===== config.mk =====
export PLATFORM = sky130hd
export DESIGN_NAME = allpass_cascade_dispersion
export DESIGN_NICKNAME = d
export VERILOG_FILES = /design/src/rtl/core/apc_pkg.sv /design/src/rtl/core/allpass_cascade_dispersion.sv /design/src/rtl/core/apc_ram.sv
export SDC_FILE = /design/constraint.sdc
export NUM_CORES = 2
export LEC_CHECK = 0
export BUFFER_PORTS_ARGS = -buffer_cell sky130_fd_sc_hd__buf_2
export CELL_PAD_IN_SITES_DETAIL_PLACEMENT = 0
export CELL_PAD_IN_SITES_GLOBAL_PLACEMENT = 1
export CORE_MARGIN = 1.5
export CORE_UTILIZATION = 53
export CTS_CLUSTER_DIAMETER = 30
export DETAILED_ROUTE_END_ITERATION = 7
export PLACE_DENSITY = 0.91
export RECOVER_POWER = 100
export SETUP_SLACK_MARGIN = 0.3
export SYNTH_ARGS = -nofsm -noshare
export SYNTH_HDL_FRONTEND = slang
export SYNTH_SLANG_ARGS = --single-unit

===== constraint.sdc =====
create_clock -name clk -period 14.6 [get_ports clk]
set_input_delay 0.73 -clock clk [delete_from_list [all_inputs] [get_ports clk]]
set_output_delay 0.73 -clock clk [all_outputs]
set_load 0.02 [all_outputs]

===== src/rtl/core/apc_pkg.sv =====
// Shared widths, register addresses and saturation helpers for the allpass cascade.
`timescale 1ns / 1ps
package apc_pkg;

  localparam int SAMPLE_W = 16;
  localparam int SIG_W    = 20;
  localparam int AMT_W    = 13;
  localparam int FRAC_W   = 8;
  localparam int WHOLE_W  = AMT_W - FRAC_W;
  localparam int ADDR_W   = 3;
  localparam int DATA_W   = 32;

  localparam int MUL_A_W  = 17;
  localparam int MUL_B_W  = 21;
  localparam int PROD_W   = MUL_A_W + MUL_B_W;
  localparam int WIDE_W   = 23;

  // Register index decoded from the word address bit.
  localparam logic REG_STAGE_AMOUNT = 1'b0;
  localparam logic REG_ALLPASS_COEF = 1'b1;

  // 0.5 - 0.4 of the cascade output, in Q1.15 (16384 - 13107).
  localparam logic signed [MUL_A_W-1:0] OUT_AP_GAIN = 17'sd3277;

  typedef logic signed [SIG_W-1:0]    sig_t;
  typedef logic signed [SAMPLE_W-1:0] sample_t;

  function automatic sig_t sat_sig(input logic signed [WIDE_W-1:0] v);
    sig_t r;
    if (v > WIDE_W'(524287))       r = 20'sd524287;
    else if (v < -WIDE_W'(524288)) r = -20'sd524288;
    else                           r = SIG_W'(v);
    return r;
  endfunction

  function automatic sample_t sat_sample(input logic signed [WIDE_W-1:0] v);
    sample_t r;
    if (v > WIDE_W'(32767))       r = 16'sd32767;
    else if (v < -WIDE_W'(32768)) r = -16'sd32768;
    else                          r = SAMPLE_W'(v);
    return r;
  endfunction

endpackage


===== src/rtl/core/allpass_cascade_dispersion.sv =====
// Top level of the first-order allpass dispersion cascade with its register port.
`timescale 1ns / 1ps
// Each sample runs n stages: the whole stage count, plus one partial stage when the whole
// count is below MAX_STAGES. All stages share the one multiplier: the first stage uses it
// twice, and every later stage once, since its input product is left by the stage before.
// in_stall stays high until the result is loaded, so the block takes no new sample while
// one is still in the cascade.
// Reset (synchronous, active low) clears the configuration and control registers and the per-stage valid bits.
module allpass_cascade_dispersion #(
  parameter int MAX_STAGES = 16
) (
  input  logic                           clk,
  input  logic                           rst_n,
  // Input sample channel.
  input  logic                           in_valid,
  output logic                           in_stall,
  input  logic signed [apc_pkg::SAMPLE_W-1:0] in_sample_in,
  // Result channel.
  output logic                           out_valid,
  input  logic                           out_stall,
  output logic signed [apc_pkg::SAMPLE_W-1:0] out_sample_out,
  // APB-style register port.
  input  logic                           psel,
  input  logic                           penable,
  input  logic                           pwrite,
  input  logic [apc_pkg::ADDR_W-1:0]     paddr,
  input  logic [apc_pkg::DATA_W-1:0]     pwdata,
  output logic [apc_pkg::DATA_W-1:0]     prdata,
  output logic                           pready
);

  import apc_pkg::*;

  localparam int IW = (MAX_STAGES > 1) ? $clog2(MAX_STAGES) : 1;
  localparam int KW = $clog2(MAX_STAGES + 1);

  // Sequencer codes. One stage costs MUL2 and UPD once the cascade is primed.
  localparam logic [3:0] S_IDLE  = 4'd0;
  localparam logic [3:0] S_MUL   = 4'd1;
  localparam logic [3:0] S_ADD   = 4'd2;
  localparam logic [3:0] S_MUL2  = 4'd3;
  localparam logic [3:0] S_UPD   = 4'd4;
  localparam logic [3:0] S_BLEND = 4'd5;
  localparam logic [3:0] S_BFIN  = 4'd6;
  localparam logic [3:0] S_OUTM  = 4'd7;
  localparam logic [3:0] S_OUTF  = 4'd8;

  // Configuration registers.
  logic [AMT_W-1:0]    stage_amount_r;
  sample_t             allpass_coef_r;

  logic [3:0]          state_r, state_nxt;
  logic [KW-1:0]       k_r;
  sample_t             x_r;
  sig_t                cur_r;
  sig_t                y_r;
  sig_t                ap_r;
  logic signed [PROD_W-1:0] p_r;
  logic                out_valid_r;
  sample_t             out_sample_r;

  logic [MAX_STAGES-1:0] valid_r;
  logic                rd_valid_r;

  // Register writes happen at the access phase of a write transaction.
  logic cfg_write;
  assign cfg_write = psel & penable & pwrite & pready;
  assign pready    = 1'b1;

  always_ff @(posedge clk) begin
    if (!rst_n) begin
      stage_amount_r <= '0;
      allpass_coef_r <= '0;
    end else if (cfg_write) begin
      if (paddr[2] == REG_STAGE_AMOUNT) begin
        stage_amount_r <= pwdata[AMT_W-1:0];
      end else begin
        allpass_coef_r <= pwdata[SAMPLE_W-1:0];
      end
    end
  end

  // Reads return the addressed register; byte offsets inside a word read as zero.
  always_comb begin
    prdata = '0;
    if (paddr[1:0] == 2'b00) begin
      if (paddr[2] == REG_ALLPASS_COEF) begin
        prdata = DATA_W'(allpass_coef_r);
        prdata[DATA_W-1:SAMPLE_W] = {(DATA_W - SAMPLE_W){allpass_coef_r[SAMPLE_W-1]}};
      end else begin
        prdata = DATA_W'(stage_amount_r);
      end
    end
  end

  // Stage count decode. A whole part at or past the maximum saturates and drops the fraction.
  logic [WHOLE_W-1:0] whole;
  logic [FRAC_W-1:0]  frac;
  logic               whole_ge_max;
  logic               partial;
  logic [KW-1:0]      whole_sat;
  logic [KW-1:0]      n_run;
  logic [KW-1:0]      kp1;
  logic               last_stage;

  assign whole        = stage_amount_r[AMT_W-1:FRAC_W];
  assign frac         = stage_amount_r[FRAC_W-1:0];
  assign whole_ge_max = (8'(whole) >= 8'(MAX_STAGES));
  assign partial      = !whole_ge_max;
  assign whole_sat    = whole_ge_max ? KW'(MAX_STAGES) : KW'(whole);
  assign n_run        = whole_sat + KW'(partial);
  assign kp1          = k_r + KW'(1);
  assign last_stage   = (kp1 == n_run);

  // The shared multiplier: coefficient products, the blend weight and the output gain.
  logic signed [MUL_A_W-1:0] mul_a;
  logic signed [MUL_B_W-1:0] mul_b;

  always_comb begin
    mul_a = MUL_A_W'(allpass_coef_r);
    mul_b = MUL_B_W'(cur_r);
    unique case (state_r)
      S_MUL2: mul_b = MUL_B_W'(y_r);
      S_BLEND: begin
        mul_a = $signed({1'b0, {(MUL_A_W - FRAC_W - 1){1'b0}}, frac});
        mul_b = MUL_B_W'(y_r) - MUL_B_W'(cur_r);
      end
      S_OUTM: begin
        mul_a = OUT_AP_GAIN;
        mul_b = MUL_B_W'(ap_r);
      end
      default: begin
        mul_a = MUL_A_W'(allpass_coef_r);
        mul_b = MUL_B_W'(cur_r);
      end
    endcase
  end

  // Stage memory. Entries never written since reset read as zero through the valid bits.
  logic          ram_we;
  logic [IW-1:0] ram_waddr;
  logic [IW-1:0] ram_raddr;
  sig_t          ram_wdata;
  logic [SIG_W-1:0] ram_rdata;
  sig_t          s_rd;

  assign ram_we    = (state_r == S_UPD);
  assign ram_waddr = k_r[IW-1:0];
  assign ram_raddr = (state_r == S_MUL2) ? kp1[IW-1:0] : k_r[IW-1:0];
  assign s_rd      = rd_valid_r ? $signed(ram_rdata) : '0;

  apc_ram #(
    .WIDTH(SIG_W),
    .DEPTH(MAX_STAGES)
  ) u_stage_mem (
    .clk  (clk),
    .we   (ram_we),
    .waddr(ram_waddr),
    .wdata(ram_wdata),
    .raddr(ram_raddr),
    .rdata(ram_rdata)
  );

  always_ff @(posedge clk) begin
    if (!rst_n) begin
      valid_r    <= '0;
      rd_valid_r <= 1'b0;
    end else begin
      if (ram_we) begin
        valid_r[ram_waddr] <= 1'b1;
      end
      rd_valid_r <= valid_r[ram_raddr];
    end
  end

  // Datapath arithmetic around the product register.
  logic signed [WIDE_W-1:0] rnd_p;
  sig_t                     y_new;
  logic signed [PROD_W-1:0] blend_sum;
  logic signed [PROD_W-1:0] out_sum;

  assign rnd_p     = WIDE_W'((p_r + PROD_W'(16384)) >>> 15);
  assign y_new     = sat_sig(rnd_p + WIDE_W'(s_rd));
  assign ram_wdata = sat_sig(WIDE_W'(cur_r) - rnd_p);
  assign blend_sum = ((PROD_W'(cur_r) <<< FRAC_W) + p_r + PROD_W'(128)) >>> FRAC_W;
  assign out_sum   = ((PROD_W'(x_r) <<< 14) + p_r + PROD_W'(16384)) >>> 15;

  logic out_free;
  assign out_free = !out_valid_r || !out_stall;

  always_comb begin
    state_nxt = state_r;
    unique case (state_r)
      S_IDLE:  if (in_valid) state_nxt = S_MUL;
      S_MUL:   state_nxt = S_ADD;
      S_ADD:   state_nxt = S_MUL2;
      S_MUL2:  state_nxt = S_UPD;
      S_UPD: begin
        if (!last_stage) state_nxt = S_MUL2;
        else if (partial) state_nxt = S_BLEND;
        else state_nxt = S_OUTM;
      end
      S_BLEND: state_nxt = S_BFIN;
      S_BFIN:  state_nxt = S_OUTM;
      S_OUTM:  state_nxt = S_OUTF;
      S_OUTF:  if (out_free) state_nxt = S_IDLE;
      default: state_nxt = S_IDLE;
    endcase
  end

  always_ff @(posedge clk) begin
    if (!rst_n) begin
      state_r     <= S_IDLE;
      k_r         <= '0;
      out_valid_r <= 1'b0;
    end else begin
      state_r <= state_nxt;
      if (state_r == S_IDLE) begin
        k_r <= '0;
      end else if (state_r == S_UPD && !last_stage) begin
        k_r <= kp1;
      end
      if (state_r == S_OUTF && out_free) begin
        out_valid_r <= 1'b1;
      end else if (!out_stall) begin
        out_valid_r <= 1'b0;
      end
    end
  end

  // Payload registers carry no reset.
  always_ff @(posedge clk) begin
    if (state_r == S_IDLE && in_valid) begin
      x_r   <= in_sample_in;
      cur_r <= SIG_W'(in_sample_in);
    end
    if (state_r == S_MUL || state_r == S_MUL2 || state_r == S_BLEND || state_r == S_OUTM) begin
      p_r <= PROD_W'(mul_a) * PROD_W'(mul_b);
    end
    if (state_r == S_ADD) begin
      y_r <= y_new;
    end
    if (state_r == S_UPD) begin
      if (!last_stage) begin
        // The next stage's input product is the one just used for the state update.
        cur_r <= y_r;
        y_r   <= y_new;
      end else if (!partial) begin
        ap_r <= y_r;
      end
    end
    if (state_r == S_BFIN) begin
      ap_r <= SIG_W'(blend_sum);
    end
    if (state_r == S_OUTF && out_free) begin
      out_sample_r <= sat_sample(WIDE_W'(out_sum));
    end
  end

  assign in_stall       = (state_r != S_IDLE);
  assign out_valid      = out_valid_r;
  assign out_sample_out = out_sample_r;

  // The stage counter never runs past the stages selected for this sample.
  a_stage_bound: assert property (@(posedge clk) disable iff (!rst_n)
    (state_r != S_IDLE) |-> (k_r < n_run))
    else $error("stage counter beyond active stage count");

  // A new result appears only out of the final output step.
  a_result_source: assert property (@(posedge clk) disable iff (!rst_n)
    $rose(out_valid_r) |-> ($past(state_r) == S_OUTF))
    else $error("result raised outside the output step");

  // An accepted transaction always starts the cascade at stage zero.
  a_start: assert property (@(posedge clk) disable iff (!rst_n)
    (in_valid && !in_stall) |=> (state_r == S_MUL && k_r == '0))
    else $error("cascade did not start at stage zero");

endmodule


===== src/rtl/core/apc_ram.sv =====
// Generic single-write, single-read RAM with a registered read port.
`timescale 1ns / 1ps
module apc_ram #(
  parameter int WIDTH = 20,
  parameter int DEPTH = 16
) (
  input  logic                                     clk,
  input  logic                                     we,
  input  logic [(DEPTH > 1 ? $clog2(DEPTH) : 1)-1:0] waddr,
  input  logic [WIDTH-1:0]                         wdata,
  input  logic [(DEPTH > 1 ? $clog2(DEPTH) : 1)-1:0] raddr,
  output logic [WIDTH-1:0]                         rdata
);

  logic [WIDTH-1:0] mem_r [DEPTH];

  always_ff @(posedge clk) begin
    if (we) begin
      mem_r[waddr] <= wdata;
    end
    rdata <= mem_r[raddr];
  end

endmodule


==> metrics.md <==
| Metric | Value |
|---|---|
| Setup CP Type | reg2reg |
| Synth-to-layout area growth | 11.5% |
| CP Capture Type | register |
| Total number of vias | 27900 |
| CTS buffer count | 89 |
| Initial antenna violation count | 5 |
| Max-slew headroom | -104% |
| Root Driver | clkbuf_16 |
| IO Pins | 109 |
| CP Max Fanout | 49 |
| Die Wd | 274 µm |
| Synth Cell Area | 39000 µm² |
| Register bit count reported by yosys | 519 |
| Synth Warn # | 0 |
| Die ar. | 75200 µm² |
| PnR worst setup slack | 3.28 ns |
| Post-route insts no fill | 4676 |
| Max Slew Vio Count | 623 |
| Asr flop ratio synth | 0% |
| Crit path launch type | register |
| Cell variety after synth | 85 |
| Site Rows | 99 |
| Min Tclk post-route | 11.32 ns |
| Post-DR wirelength/cell | 23.4 µm |
| Largest net degree at the start of global routing | 53 |
| Total track usage | 29.8% |
| Syn Inst Count | 3533 |
| Vias in the first global route | 28300 |
| TritonCTS clock tree | done |
| Worst vdd ir | 0.000169 V |
| Clk_skew | 0.113 ns |
| Final worst-path cycle share | 77.5% |
| Most frequent cells in the layout | inv_1 (480), edfxtp_1 (403), fa_1 (360) |
| Die height | 274 µm |
| RSZ-0062 raised after global routing | false |
| Finish-stage setup viols | 0 |
| Top_reg_cell synth | edfxtp_1 |
| Core box area | 72800 µm² |
| Worst Path Arrival | 11.66 ns |
| Hold Fails Final Rpt | 0 |
| Fmax | 88.4 MHz |
| Synth Area per Inst | 11.0 µm² |
| Setup_tns | 0 ns |
| Hold_buf cts | 0 |
| CTS sink cnt | 519 |
| Final core occ | 59.7% |
| Detail Route Antenna Nets | 0 |
| Setup Buffers After CTS | 0 |
| Post-cts sizing count | 0 |
| Outcome | finished with violations |
| Residual DRC | 0 |
| # port buffers | 91 |
| Post-Syn Nets | 4173 |
| EDFF count, synth | 403 |
| Final WL | 109 mm |
| H-tree depth | 3 |
| Post-Place Worst Slack | 5.01 ns |
| Most common cell after layout, fill and taps aside | inv_1 |
| Fillers | 5879 |
| Bufs and invs on worst path | 7 |
| Slew @ Worst Pin | 3.03 ns |
| Initial drt markers | 2561 |
| Worst path most repeated cell | fa_1 |
| Sequential share of the synthesized area | 37.0% |
| Leak | 18.5 nW |
| Gr ovfl total | 0 |
| First-pass GRT wire length | 167 mm |
| Failing checks | capacitance limit, slew limit |
| Initial cell density of the core | 53.5% |
| Fraction of layout instances using a drive strength above 1 | 9.47% |
| Post-Place Cells | 4506 |
| Clock tree buffer depth | 3 |
| Power density over the cells | 143 nW/µm² |
| Max cap viols | 25 |
| Dpl hpwl | 76.5 mm |
| Crit path required time | 14.95 ns |
| Worst Hold Class | in2reg |
| Total Nets Final | 4279 |
| CP top delay family | adder cells |
| Insertion delay of the later-clocked pin in the worst-skew pair | 0.70 ns |
| Crit path largest cell delay | 1.94 ns |
| Crit-path slowest cell | clkbuf_1 |
| TritonRoute pass-1 iters | 6 |
| Vias/cell | 5.96 |
| Clk pin slew, worst setup/hold paths | 0.06 ns |
| Final GP Congestion | 0.925 |
-- cell families (layout without fill, tap and decap cells) --
kind of cell	Yosys count	in the layout	share of synthesized area [%]
multiplexers	149	149	7.18
buffers and inverters	613	796	6.12
XOR/XNOR	152	152	3.42
AND/OR/NAND/NOR	936	936	10.7
adder cells (fa/ha/maj)	582	582	25.6
flip-flops	519	519	37.0
AO/OA/AOI/OAI	581	581	9.88
other	1	2	0.00962
-- synth_stat cells (40+ instances only) --
cell / count / area share [%]
inv_1: 480 / 4.6
edfxtp_1: 403 / 31
fa_1: 360 / 18
nand2_1: 356 / 3.4
nor2_1: 309 / 3.0
ha_1: 222 / 7.1
a21oi_1: 147 / 1.9
dfxtp_1: 116 / 6.0
mux4_2: 104 / 6.0
o21ai_0: 101 / 1.3
xnor2_1: 95 / 2.1
clkbuf_1: 85 / 0.82
xor2_1: 57 / 1.3
a21o_1: 56 / 1.1
o21a_1: 56 / 1.1
mux2i_1: 41 / 1.1
nand2b_1: 41 / 0.66
a21boi_0: 40 / 0.77
-- final timing paths --
| kind | end | slack (ns) | cells past startpoint | startpoint |
|---|---|---|---|---|
| worst max-delay path | p_r[37]$_DFFE_PP_ | 3.28 | 28 | state_r[0]$_SDFFE_PN0P_ |
| worst max register to register | p_r[37]$_DFFE_PP_ | 3.28 | 28 | state_r[0]$_SDFFE_PN0P_ |
| worst min register to register | valid_r[6]$_SDFFE_PN0P_ | 0.47 | 1 | valid_r[6]$_SDFFE_PN0P_ |
| worst min-delay path | x_r[15]$_DFFE_PP_ | 0.32 | 1 | in_sample_in[15] |
-- stage by stage --
step	hold slack [ns]	power, mW	area [µm²]
after floorplan	0.435	3.43	39000
after global placement	0.443	4.01	40600
after detailed placement	0.454	4.07	40600
after CTS	0.282	6.21	43700
after global routing	0.319	6.47	43500
final	0.322	6.21	43500
-- sequential cells by signal (all words and copies together) (netlist names), 5 cells and up --
name,count
stage_amount_r,13
y_r,20
u_stage_mem.mem_r,320
valid_r,16
p_r,31
u_stage_mem.rdata,20
ap_r,20
allpass_coef_r,16
out_sample_out,16
k_r,5
cur_r,20
x_r,16
-- layer usage --
metal	vias up	wire length (µm)	GRT usage (%)
li1	12300	-	-
met1	14000	41600	37.2
met2	1248	53800	50.3
met3	294	8660	5.99
met4	8	5120	12.7
met5	-	50	0
-- power by group --
| group | internal [mW] | leakage, nW | switching (mW) | total [mW] |
|---|---|---|---|---|
| sequential | 2.04 | 4.62 | 0.134 | 2.18 |
| clock | 1.30 | 1.51 | 0.809 | 2.11 |
| combinational | 0.623 | 12.4 | 1.30 | 1.93 |
-- cell type report --
| class | instances | area [µm²] | share of cell area [%] |
|---|---|---|---|
| tap | 959 | 1200 | 2.76 |
| timing repair buffer | 146 | 713 | 1.64 |
| sequential | 519 | 14400 | 33.2 |
| clock buffer | 109 | 2390 | 5.51 |
| multi-input combinational | 2401 | 22200 | 51.1 |
| inverter | 482 | 1810 | 4.16 |
| clock inverter | 59 | 707 | 1.63 |
| antenna | 1 | 2.50 | 0.00576 |
No activity file was read; power rests on OpenSTA's default activity.
